--- src/rtl/srsw_pkg.sv ---
// ----------------------------------------------------------------------------
// srsw_pkg
// Types and constants shared by the selective-repeat send window blocks.
// ----------------------------------------------------------------------------
package srsw_pkg;

  localparam int CNT_MAX_W = 7;
  localparam int QDEPTH    = 2;
  localparam int CFG_IDX_W = 2;
  localparam int CFG_DAT_W = 24;

  localparam logic [1:0] CMD_OFFER = 2'd0;
  localparam logic [1:0] CMD_ACK   = 2'd1;
  localparam logic [1:0] CMD_TICK  = 2'd2;

  localparam logic [2:0] KIND_SEND    = 3'd0;
  localparam logic [2:0] KIND_RETX    = 3'd1;
  localparam logic [2:0] KIND_REFUSED = 3'd2;
  localparam logic [2:0] KIND_ACK     = 3'd3;
  localparam logic [2:0] KIND_DONE    = 3'd4;
  localparam logic [2:0] KIND_IDLE    = 3'd5;

  localparam logic [CFG_IDX_W-1:0] REG_WINDOW    = 2'd0;
  localparam logic [CFG_IDX_W-1:0] REG_TIMEOUT   = 2'd1;
  localparam logic [CFG_IDX_W-1:0] REG_START_SEQ = 2'd2;
  localparam logic [CFG_IDX_W-1:0] REG_TOTAL     = 2'd3;

  localparam logic [4:0]  RST_WINDOW  = 5'd1;
  localparam logic [15:0] RST_TIMEOUT = 16'd500;
  localparam logic [23:0] RST_TOTAL   = 24'd1;

  typedef struct packed {
    logic [1:0]  cmd;
    logic [14:0] ack_number;
  } srsw_in_t;

  typedef struct packed {
    logic [2:0]  kind;
    logic [14:0] seq_number;
    logic [23:0] segment_index;
    logic        last;
  } srsw_out_t;

  typedef enum logic [1:0] {
    OP_OFFER,
    OP_ACK,
    OP_TICK,
    OP_NONE
  } srsw_op_t;

  typedef struct packed {
    srsw_op_t    op;
    logic [14:0] ack_number;
  } srsw_qent_t;

  typedef struct packed {
    logic [4:0]  window_segments;
    logic [15:0] timeout_ticks;
    logic [23:0] total_segments;
    logic [14:0] start_seq;
    logic        seq_load;
  } srsw_cfg_t;

  typedef enum logic [3:0] {
    ST_IDLE,
    ST_OFFER,
    ST_ACK_RD,
    ST_ACK_EV,
    ST_POP,
    ST_ACK_END,
    ST_TICK_RD,
    ST_TICK_EV,
    ST_TICK_END,
    ST_NONE
  } srsw_state_t;

endpackage

--- src/rtl/srsw_front.sv ---
// ----------------------------------------------------------------------------
// srsw_front
// Accepts command beats, classifies them and holds them in a short queue.
// ----------------------------------------------------------------------------
module srsw_front import srsw_pkg::*; (
  input  logic       clk,
  input  logic       rst_n,
  input  logic       in_valid,
  output logic       in_ready,
  input  srsw_in_t   in_item,
  output logic       q_valid,
  input  logic       q_pop,
  output srsw_qent_t q_entry
);

  localparam int PTR_W  = (QDEPTH > 1) ? $clog2(QDEPTH) : 1;
  localparam int FILL_W = $clog2(QDEPTH + 1);

  srsw_qent_t             buf_r [QDEPTH];
  logic [PTR_W-1:0]       wr_ptr_r, wr_ptr_nxt;
  logic [PTR_W-1:0]       rd_ptr_r, rd_ptr_nxt;
  logic [FILL_W-1:0]      fill_r, fill_nxt;
  srsw_qent_t             cls;
  logic                   push;
  logic                   pop;

  always_comb begin
    cls.ack_number = in_item.ack_number;
    case (in_item.cmd)
      CMD_OFFER: cls.op = OP_OFFER;
      CMD_ACK:   cls.op = OP_ACK;
      CMD_TICK:  cls.op = OP_TICK;
      default:   cls.op = OP_NONE;
    endcase
  end

  assign in_ready = (fill_r != FILL_W'(QDEPTH));
  assign q_valid  = (fill_r != '0);
  assign q_entry  = buf_r[rd_ptr_r];
  assign push     = in_valid && in_ready;
  assign pop      = q_pop && q_valid;

  always_comb begin
    wr_ptr_nxt = wr_ptr_r;
    rd_ptr_nxt = rd_ptr_r;
    fill_nxt   = fill_r;
    if (push) begin
      wr_ptr_nxt = (wr_ptr_r == PTR_W'(QDEPTH - 1)) ? '0 : wr_ptr_r + PTR_W'(1);
    end
    if (pop) begin
      rd_ptr_nxt = (rd_ptr_r == PTR_W'(QDEPTH - 1)) ? '0 : rd_ptr_r + PTR_W'(1);
    end
    if (push && !pop) begin
      fill_nxt = fill_r + FILL_W'(1);
    end else if (pop && !push) begin
      fill_nxt = fill_r - FILL_W'(1);
    end
  end

  always_ff @(posedge clk) begin
    if (!rst_n) begin
      wr_ptr_r <= '0;
      rd_ptr_r <= '0;
      fill_r   <= '0;
    end else begin
      wr_ptr_r <= wr_ptr_nxt;
      rd_ptr_r <= rd_ptr_nxt;
      fill_r   <= fill_nxt;
    end
  end

  always_ff @(posedge clk) begin
    if (push) begin
      buf_r[wr_ptr_r] <= cls;
    end
  end

endmodule

--- src/rtl/srsw_back.sv ---
// ----------------------------------------------------------------------------
// srsw_back
// Window engine: sends, scans the window for acks and ticks, retires acked
// entries from the head and drives the result register.
// ----------------------------------------------------------------------------
module srsw_back import srsw_pkg::*; #(
  parameter int WINDOW_MAX   = 16,
  parameter int SEGMENT_STEP = 1024,
  parameter int SEQ_SPACE    = 30720
) (
  input  logic                 clk,
  input  logic                 rst_n,
  input  srsw_cfg_t            cfg,
  input  logic                 q_valid,
  output logic                 q_pop,
  input  srsw_qent_t           q_entry,
  output logic                 out_valid,
  input  logic                 out_ready,
  output srsw_out_t            out_item,
  output logic [CNT_MAX_W-1:0] win_count
);

  localparam int SLOT_W = (WINDOW_MAX > 1) ? $clog2(WINDOW_MAX) : 1;
  localparam int CNT_W  = $clog2(WINDOW_MAX + 1);
  localparam int NSEQ_W = ($clog2(SEQ_SPACE) > 15) ? $clog2(SEQ_SPACE) : 15;
  localparam int SUM_W  = NSEQ_W + 1;
  localparam logic [CNT_W:0]   WIN_L    = (CNT_W + 1)'(WINDOW_MAX);
  localparam logic [SUM_W-1:0] SPACE_S  = SUM_W'(SEQ_SPACE);
  localparam logic [SUM_W-1:0] STEP_MOD = SUM_W'(SEGMENT_STEP % SEQ_SPACE);

  logic [NSEQ_W-1:0] seq_mem [WINDOW_MAX];
  logic [23:0]       idx_mem [WINDOW_MAX];
  logic [15:0]       tmr_mem [WINDOW_MAX];
  logic [NSEQ_W-1:0] rd_seq_q;
  logic [23:0]       rd_idx_q;
  logic [15:0]       rd_tmr_q;

  srsw_state_t             state_r, state_nxt;
  logic [SLOT_W-1:0]       head_r, head_nxt;
  logic [CNT_W-1:0]        count_r, count_nxt;
  logic [CNT_W-1:0]        scan_r, scan_nxt;
  logic [23:0]             sent_r, sent_nxt;
  logic [NSEQ_W-1:0]       next_seq_r, next_seq_nxt;
  logic [WINDOW_MAX-1:0]   acked_r, acked_nxt;
  logic [14:0]             ack_r, ack_nxt;
  logic                    pend_valid_r, pend_valid_nxt;
  srsw_out_t               pend_r, pend_nxt;
  logic                    out_valid_r, out_valid_nxt;
  srsw_out_t               out_r, out_nxt;

  logic [SLOT_W-1:0] rd_slot;
  logic [SLOT_W-1:0] send_slot;
  logic              out_free;
  logic              room;
  logic              finished;
  logic              last_scan;
  logic [SUM_W-1:0]  seq_sum;
  logic [SUM_W-1:0]  seq_new;
  logic              ent_we;
  logic              tmr_we;
  logic [15:0]       tmr_wd;

  function automatic logic [SLOT_W-1:0] slot_of(input logic [SLOT_W-1:0] base,
                                                input logic [CNT_W-1:0]  off);
    logic [CNT_W:0] s;
    s = (CNT_W + 1)'(base) + (CNT_W + 1)'(off);
    if (s >= WIN_L) begin
      s = s - WIN_L;
    end
    return s[SLOT_W-1:0];
  endfunction

  function automatic srsw_out_t make_item(input logic [2:0]  kind,
                                          input logic [14:0] seq,
                                          input logic [23:0] idx,
                                          input logic        last);
    srsw_out_t r;
    r.kind          = kind;
    r.seq_number    = seq;
    r.segment_index = idx;
    r.last          = last;
    return r;
  endfunction

  assign rd_slot   = slot_of(head_r, scan_r);
  assign send_slot = slot_of(head_r, count_r);
  assign out_free  = !out_valid_r || out_ready;
  assign room      = (8'(count_r) < 8'(cfg.window_segments)) &&
                     (count_r != CNT_W'(WINDOW_MAX));
  assign finished  = (count_r == '0) && (sent_r >= cfg.total_segments);
  assign last_scan = ((scan_r + CNT_W'(1)) == count_r);
  assign seq_sum   = SUM_W'(next_seq_r) + STEP_MOD;
  assign seq_new   = (seq_sum >= SPACE_S) ? seq_sum - SPACE_S : seq_sum;

  assign out_valid = out_valid_r;
  assign out_item  = out_r;
  assign win_count = CNT_MAX_W'(count_r);

  always_comb begin
    state_nxt      = state_r;
    head_nxt       = head_r;
    count_nxt      = count_r;
    scan_nxt       = scan_r;
    sent_nxt       = sent_r;
    next_seq_nxt   = next_seq_r;
    acked_nxt      = acked_r;
    ack_nxt        = ack_r;
    pend_valid_nxt = pend_valid_r;
    pend_nxt       = pend_r;
    out_valid_nxt  = out_valid_r && !out_ready;
    out_nxt        = out_r;
    q_pop          = 1'b0;
    ent_we         = 1'b0;
    tmr_we         = 1'b0;
    tmr_wd         = cfg.timeout_ticks;

    case (state_r)
      ST_IDLE: begin
        if (SUM_W'(next_seq_r) >= SPACE_S) begin
          next_seq_nxt = NSEQ_W'(SUM_W'(next_seq_r) - SPACE_S);
        end else if (q_valid) begin
          q_pop    = 1'b1;
          ack_nxt  = q_entry.ack_number;
          scan_nxt = '0;
          case (q_entry.op)
            OP_OFFER: state_nxt = ST_OFFER;
            OP_ACK:   state_nxt = (count_r == '0) ? ST_POP : ST_ACK_RD;
            OP_TICK:  state_nxt = (count_r == '0) ? ST_TICK_END : ST_TICK_RD;
            default:  state_nxt = ST_NONE;
          endcase
        end
      end

      ST_OFFER: begin
        if (out_free) begin
          state_nxt     = ST_IDLE;
          out_valid_nxt = 1'b1;
          if ((sent_r < cfg.total_segments) && room) begin
            ent_we                 = 1'b1;
            acked_nxt[send_slot]   = 1'b0;
            count_nxt              = count_r + CNT_W'(1);
            sent_nxt               = sent_r + 24'd1;
            next_seq_nxt           = NSEQ_W'(seq_new);
            out_nxt = make_item(KIND_SEND, seq_new[14:0], sent_r, 1'b1);
          end else if (finished) begin
            out_nxt = make_item(KIND_DONE, '0, '0, 1'b1);
          end else begin
            out_nxt = make_item(KIND_REFUSED, '0, '0, 1'b1);
          end
        end
      end

      ST_ACK_RD: begin
        state_nxt = ST_ACK_EV;
      end

      ST_ACK_EV: begin
        if (rd_seq_q == NSEQ_W'(ack_r)) begin
          acked_nxt[rd_slot] = 1'b1;
        end
        scan_nxt  = scan_r + CNT_W'(1);
        state_nxt = last_scan ? ST_POP : ST_ACK_RD;
      end

      ST_POP: begin
        if ((count_r != '0) && acked_r[head_r]) begin
          acked_nxt[head_r] = 1'b0;
          head_nxt          = slot_of(head_r, CNT_W'(1));
          count_nxt         = count_r - CNT_W'(1);
        end else begin
          state_nxt = ST_ACK_END;
        end
      end

      ST_ACK_END: begin
        if (out_free) begin
          state_nxt     = ST_IDLE;
          out_valid_nxt = 1'b1;
          out_nxt = make_item(finished ? KIND_DONE : KIND_ACK, '0, '0, 1'b1);
        end
      end

      ST_TICK_RD: begin
        state_nxt = ST_TICK_EV;
      end

      ST_TICK_EV: begin
        if (acked_r[rd_slot]) begin
          scan_nxt  = scan_r + CNT_W'(1);
          state_nxt = last_scan ? ST_TICK_END : ST_TICK_RD;
        end else if (rd_tmr_q <= 16'd1) begin
          if (!pend_valid_r || out_free) begin
            if (pend_valid_r) begin
              out_valid_nxt = 1'b1;
              out_nxt       = pend_r;
            end
            pend_valid_nxt = 1'b1;
            pend_nxt  = make_item(KIND_RETX, rd_seq_q[14:0], rd_idx_q, 1'b0);
            tmr_we    = 1'b1;
            tmr_wd    = cfg.timeout_ticks;
            scan_nxt  = scan_r + CNT_W'(1);
            state_nxt = last_scan ? ST_TICK_END : ST_TICK_RD;
          end
        end else begin
          tmr_we    = 1'b1;
          tmr_wd    = rd_tmr_q - 16'd1;
          scan_nxt  = scan_r + CNT_W'(1);
          state_nxt = last_scan ? ST_TICK_END : ST_TICK_RD;
        end
      end

      ST_TICK_END: begin
        if (out_free) begin
          state_nxt      = ST_IDLE;
          out_valid_nxt  = 1'b1;
          pend_valid_nxt = 1'b0;
          if (pend_valid_r) begin
            out_nxt      = pend_r;
            out_nxt.last = 1'b1;
          end else begin
            out_nxt = make_item(KIND_IDLE, '0, '0, 1'b1);
          end
        end
      end

      ST_NONE: begin
        if (out_free) begin
          state_nxt     = ST_IDLE;
          out_valid_nxt = 1'b1;
          out_nxt       = make_item(KIND_IDLE, '0, '0, 1'b1);
        end
      end

      default: begin
        state_nxt = ST_IDLE;
      end
    endcase

    if (cfg.seq_load && (sent_r == '0)) begin
      next_seq_nxt = NSEQ_W'(cfg.start_seq);
    end
  end

  always_ff @(posedge clk) begin
    if (!rst_n) begin
      state_r      <= ST_IDLE;
      head_r       <= '0;
      count_r      <= '0;
      scan_r       <= '0;
      sent_r       <= '0;
      next_seq_r   <= '0;
      acked_r      <= '0;
      pend_valid_r <= 1'b0;
      out_valid_r  <= 1'b0;
    end else begin
      state_r      <= state_nxt;
      head_r       <= head_nxt;
      count_r      <= count_nxt;
      scan_r       <= scan_nxt;
      sent_r       <= sent_nxt;
      next_seq_r   <= next_seq_nxt;
      acked_r      <= acked_nxt;
      pend_valid_r <= pend_valid_nxt;
      out_valid_r  <= out_valid_nxt;
    end
  end

  always_ff @(posedge clk) begin
    ack_r  <= ack_nxt;
    pend_r <= pend_nxt;
    out_r  <= out_nxt;
  end

  always_ff @(posedge clk) begin
    if (ent_we) begin
      seq_mem[send_slot] <= NSEQ_W'(seq_new);
      idx_mem[send_slot] <= sent_r;
    end
    if (ent_we) begin
      tmr_mem[send_slot] <= cfg.timeout_ticks;
    end else if (tmr_we) begin
      tmr_mem[rd_slot] <= tmr_wd;
    end
    rd_seq_q <= seq_mem[rd_slot];
    rd_idx_q <= idx_mem[rd_slot];
    rd_tmr_q <= tmr_mem[rd_slot];
  end

endmodule

--- src/rtl/selective_repeat_send_window_top.sv ---
// ----------------------------------------------------------------------------
// selective_repeat_send_window_top
// Sender window of a selective-repeat transfer with retransmit timers.
// ----------------------------------------------------------------------------
// Command beats enter on in_valid/in_ready (offer, ack, tick); each gives one
// or more result beats on out_valid/out_ready, the final one flagged by last.
// Registers are written through cfg_we/cfg_index/cfg_wdata with no wait.
// A two-entry queue sits in front of the window engine, so commands are taken
// while the engine works and while a result waits in the output register.
// An ack or tick makes the engine scan every outstanding window entry, one at
// a time through the registered read of the entry memory; an ack then retires
// acked entries from the head.
// A stalled receiver holds the engine once a further result is due; the
// queue fills and in_ready drops.
// Reset empties the window and the queue and restores the register defaults;
// there is no clearing pass, so the block takes commands at once.
// ----------------------------------------------------------------------------
module selective_repeat_send_window_top import srsw_pkg::*; #(
  parameter int WINDOW_MAX   = 16,
  parameter int SEGMENT_STEP = 1024,
  parameter int SEQ_SPACE    = 30720
) (
  input  logic                 clk,
  input  logic                 rst_n,
  input  logic                 in_valid,
  output logic                 in_ready,
  input  srsw_in_t             in_item,
  output logic                 out_valid,
  input  logic                 out_ready,
  output srsw_out_t            out_item,
  input  logic                 cfg_we,
  input  logic [CFG_IDX_W-1:0] cfg_index,
  input  logic [CFG_DAT_W-1:0] cfg_wdata
);

  logic [4:0]           window_r;
  logic [15:0]          timeout_r;
  logic [23:0]          total_r;
  srsw_cfg_t            cfg;
  logic                 q_valid;
  logic                 q_pop;
  srsw_qent_t           q_entry;
  logic [CNT_MAX_W-1:0] win_count;

  always_ff @(posedge clk) begin
    if (!rst_n) begin
      window_r  <= RST_WINDOW;
      timeout_r <= RST_TIMEOUT;
      total_r   <= RST_TOTAL;
    end else if (cfg_we) begin
      case (cfg_index)
        REG_WINDOW:  window_r  <= cfg_wdata[4:0];
        REG_TIMEOUT: timeout_r <= cfg_wdata[15:0];
        REG_TOTAL:   total_r   <= cfg_wdata[23:0];
        default:     ;
      endcase
    end
  end

  always_comb begin
    cfg.window_segments = window_r;
    cfg.timeout_ticks   = timeout_r;
    cfg.total_segments  = total_r;
    cfg.start_seq       = cfg_wdata[14:0];
    cfg.seq_load        = cfg_we && (cfg_index == REG_START_SEQ);
  end

  srsw_front u_front (
    .clk      (clk),
    .rst_n    (rst_n),
    .in_valid (in_valid),
    .in_ready (in_ready),
    .in_item  (in_item),
    .q_valid  (q_valid),
    .q_pop    (q_pop),
    .q_entry  (q_entry)
  );

  srsw_back #(
    .WINDOW_MAX   (WINDOW_MAX),
    .SEGMENT_STEP (SEGMENT_STEP),
    .SEQ_SPACE    (SEQ_SPACE)
  ) u_back (
    .clk       (clk),
    .rst_n     (rst_n),
    .cfg       (cfg),
    .q_valid   (q_valid),
    .q_pop     (q_pop),
    .q_entry   (q_entry),
    .out_valid (out_valid),
    .out_ready (out_ready),
    .out_item  (out_item),
    .win_count (win_count)
  );

  a_count_bound : assert property (@(posedge clk) disable iff (!rst_n)
    win_count <= CNT_MAX_W'(WINDOW_MAX))
    else $error("window count above maximum");

  a_done_empty : assert property (@(posedge clk) disable iff (!rst_n)
    (out_valid && (out_item.kind == KIND_DONE)) |-> (win_count == '0))
    else $error("done reported with segments outstanding");

  a_plain_zero : assert property (@(posedge clk) disable iff (!rst_n)
    (out_valid && (out_item.kind != KIND_SEND) && (out_item.kind != KIND_RETX))
      |-> ((out_item.seq_number == '0) && (out_item.segment_index == '0)))
    else $error("status result carries segment fields");

endmodule

--- config.mk ---
export PLATFORM = sky130hd
export DESIGN_NAME = selective_repeat_send_window_top
export DESIGN_NICKNAME = d
export VERILOG_FILES = /design/src/rtl/srsw_pkg.sv /design/src/rtl/srsw_front.sv /design/src/rtl/srsw_back.sv /design/src/rtl/selective_repeat_send_window_top.sv
export SDC_FILE = /design/constraint.sdc
export NUM_CORES = 1
export LEC_CHECK = 0
export ABC_AREA = 1
export ABC_CLOCK_PERIOD_IN_PS = 5800
export BUFFER_PORTS_ARGS = -buffer_cell sky130_fd_sc_hd__buf_2
export CAP_MARGIN = 20
export CORE_MARGIN = 4
export CORE_UTILIZATION = 55
export CTS_BUF_LIST = sky130_fd_sc_hd__clkbuf_2 sky130_fd_sc_hd__clkbuf_4 sky130_fd_sc_hd__clkbuf_8
export CTS_CLUSTER_SIZE = 14
export DETAILED_ROUTE_END_ITERATION = 8
export HOLD_SLACK_MARGIN = 0.03
export PLACE_DENSITY = 0.71
export SYNTH_ARGS = -nofsm -noshare
export SYNTH_HDL_FRONTEND = slang
export SYNTH_SLANG_ARGS = --single-unit
--- constraint.sdc ---
create_clock -name clk -period 5.8 [get_ports clk]
set_input_delay 1.16 -clock clk [delete_from_list [all_inputs] [get_ports clk]]
set_output_delay 1.16 -clock clk [all_outputs]
set_load 0.05 [all_outputs]
==> metrics.txt <==
power density over cell area=407 mW/mm^2; Post-synth EDFFs=~1k; crit end category=flop; commonest cells in the netlist=1011 x edfxtp_1, 772 x nand2_1, 310 x a22oi_1, 257 x a21oi_1, 215 x inv_1; critical path, cell by cell=ha_1 > fa_1 > nor2_4 > a21oi_1 > nand2_1 > nand2_1 > nand2_1 > nand2_1 > nand3_2 > nand2_1 > o21ai_1 > nand3_1 > nor2_2; fmax=about 230 MHz; wire per inst=24.0 microns; Min-Delay Path Class=flop to flop; asr flop ratio synth=0%; IO Count=93; Die H=roughly 300 microns; mapped cell area=approximately 0.047 sq mm; Worst-Margin Slew=1170 ps; status=completed; Final min period=4430 ps; WP data required=between 6000 and 7000 ps; TritonRoute pass-1 iters=6; CTS tree=done; skew final=between 40 and 50 ps; largest cells by area after synthesis=edfxtp_1 64%, dfxtp_1 7.6%, nand2_1 6.1%, a22oi_1 4.9%, a21oi_1 2.7%; cts hold-fix bufs=0; Post-route DRC=0; overall global routing resource usage=28.0%; DRT Wirelength=127000 microns; via count=31.6k; post-CTS setup buffers=0; Buffers & Inverters on Critical Path=0; Clock Sinks=1191; count leader, synth=edfxtp_1; CP most frequent cell=nand2_1; library cells used by synthesis=47; Final Max Slew Viols=0; Die Wd=301 microns; crit path from=u_back.head_r[0]$_SDFFE_PN0P_; Final period util=76.3%; GPL Wtd Cong=0.925; clock buffer count from CTS=181; worst rel slew slack=21.8%; Max Cap Violations=0; total power=21.6 mW; reg2reg start=u_back.head_r[0]$_SDFFE_PN0P_; Initial Util=between 50% and 60%; cell family with most CP delay=simple AND/OR/NAND/NOR gates; Vias/cell=5.98; crit start category=flop; H-tree Lvls=4; Clk pin slew, worst setup/hold paths=60 ps; Nets=4085; final hold violations=0; post-synth net total=3902; Util after Layout=about 62%; largest net degree at the start of global routing=159; starting DRC count in detailed routing=~4k; Lkg Pwr=19.2 nW; Crit Path Max Fanout=24; initial antenna violation count=4; layout cells sized above 1=14.2%; placed insts=4934; critical hold path startpoint=u_back.rd_idx_q[14]$_DFF_P_; CP max-delay cell=nor2_2; Die ar.=0.0905 sq mm; Yosys reg bits=1191; non-filler instance count after layout=approximately 5.3k; largest area contributor in the netlist=edfxtp_1; register area share after synthesis=between 70% and 80%; RSZ-0062 raised after global routing=no; # setup viols final=0; ys flop type=edfxtp_1; crit-path max cell delay=780 ps; Clk Latency, worst-skew pair=830 ps; Detail Placement HPWL=between 70000 and 80000 microns; synthesized instance count=between 3k and 4k; Area Overhead vs Synth=12.6%; syn avg cell area=around 12 sq um; clock root buffer=clkbuf_8; gr ovfl total=0; post-synth top area share=64.3%; peak supply drop=0.369 mV; first-pass GRT wire length=188000 microns; design area=0.0531 sq mm; maximum clock insertion buffer count=3; vias in the first global route=30.5k; row count=107; core region area=0.0851 sq mm; number of port buffers=between 90 and 100; kind of critical path=flop to flop; Placement Cell Area=0.0492 sq mm; number of synthesis warnings=0; Antenna Nets Post-Route=0; post-CTS resize count=0; Arr. time, crit path=4870 ps
-- registers in the layout, summed over array words and instances (netlist names), 4 cells and up, named ones only --
| name | count |
|---|---|
| u_back.seq_mem | 240 |
| u_back.rd_seq_q | 15 |
| u_back.scan_r | 5 |
| u_back.next_seq_r | 15 |
| u_back.state_r | 4 |
| window_r | 5 |
| u_back.acked_r | 16 |
| u_back.count_r | 5 |
| timeout_r | 16 |
| u_back.ack_r | 15 |
| u_back.rd_idx_q | 24 |
| u_front.buf_r | 34 |
| u_back.tmr_mem | 256 |
| u_back.head_r | 4 |
| u_back.rd_tmr_q | 16 |
| u_back.out_item | 43 |
| u_back.sent_r | 24 |
| u_back.pend_r | 39 |
| u_back.idx_mem | 384 |
| total_r | 24 |
-- metal layers --
metal | share of wire [%] | GRT usage [%] | vias up
li1 | - | - | 14200
met1 | 39 | 38.7 | 15300
met2 | 46 | 42.3 | 1813
met3 | 11 | 6.79 | 303
met4 | 4.0 | 12.9 | 2
met5 | 0.011 | 0 | -
-- worst register-to-register path, stage by stage (launching register included) --
cell and delay, ps:
dfxtp_1 620, ha_1 300, fa_1 530, nor2_4 580
a21oi_1 180, nand2_1 90, nand2_1 50, nand2_1 90
nand2_1 120, nand3_2 260, nand2_1 80, o21ai_1 130
nand3_1 260, nor2_2 780
-- cell type report --
cell class / instances / area, sq um
sequential: 1191 / 34000
fill: 6438 / 32000
multi-input combinational: 2186 / 11800
clock buffer: 283 / 3380
tap: 1144 / 1430
timing repair buffer: 172 / 1160
inverter: 246 / 928
clock inverter: 56 / 439
antenna: 6 / 15.0
-- logic make-up after synthesis --
| logic type | after synthesis | share of synthesized area, % |
|---|---|---|
| AND/OR/NAND/NOR | 1272 | 11.3 |
| buffers and inverters | 418 | 3.39 |
| AO/OA/AOI/OAI | 775 | 10.2 |
| multiplexers | 17 | 0.400 |
| XOR/XNOR | 63 | 1.17 |
| flip-flops | 1191 | 72.0 |
| adder cells (fa/ha/maj) | 59 | 1.61 |
-- through the flow --
step           hold slack (ps)  TNS, ps  setup slack [ps]
5_1_grt                    407        0               936
6_report                   403        0              1370
4_1_cts                    403        0              1370
2_1_floorplan              386   -45330              -291
3_3_place_gp               388        0              1440
3_5_place_dp               389        0              1360
-- power by group --
| part | switching (mW) | internal [mW] |
|---|---|---|
| Sequential | 0.471 | 10.1 |
| Clock | 3.24 | 3.88 |
| Combinational | 2.93 | 0.963 |
| Total | 6.65 | 14.9 |
-- path summary, 6_finish.rpt --
| check | end | slack [ps] | cells past startpoint |
|---|---|---|---|
| worst min register to register | u_back.pend_r[15]$_DFFE_PP_ | 400 | 0 |
| worst min-delay path | u_back.pend_r[15]$_DFFE_PP_ | 400 | 0 |
| worst max register to register | u_back.tmr_mem[15][8]$_DFFE_PP_ | 1370 | 13 |
| worst max-delay path | u_back.tmr_mem[15][8]$_DFFE_PP_ | 1370 | 13 |
-- cells in the final DEF, fill, tap and decap left out, drive strengths merged, types with 6 or more instances in the layout --
master  synthesis  layout
a22oi         310     310
mux2           15      15
nor3           28      28
xnor2           9       9
a21oi         257     257
clkbuf        138     283
xor2           54      54
nor4            9       9
edfxtp       1011    1011
nand3         187     187
o21ai         118     118
diode           0       6
dfxtp         180     180
ha             56      56
nand4          66      66
buf            34     172
nor2          196     196
o22ai          37      37
a31oi          43      43
clkinv          1      44
inv           245     252
nand2         775     775
(Power assumes the default switching activity.)
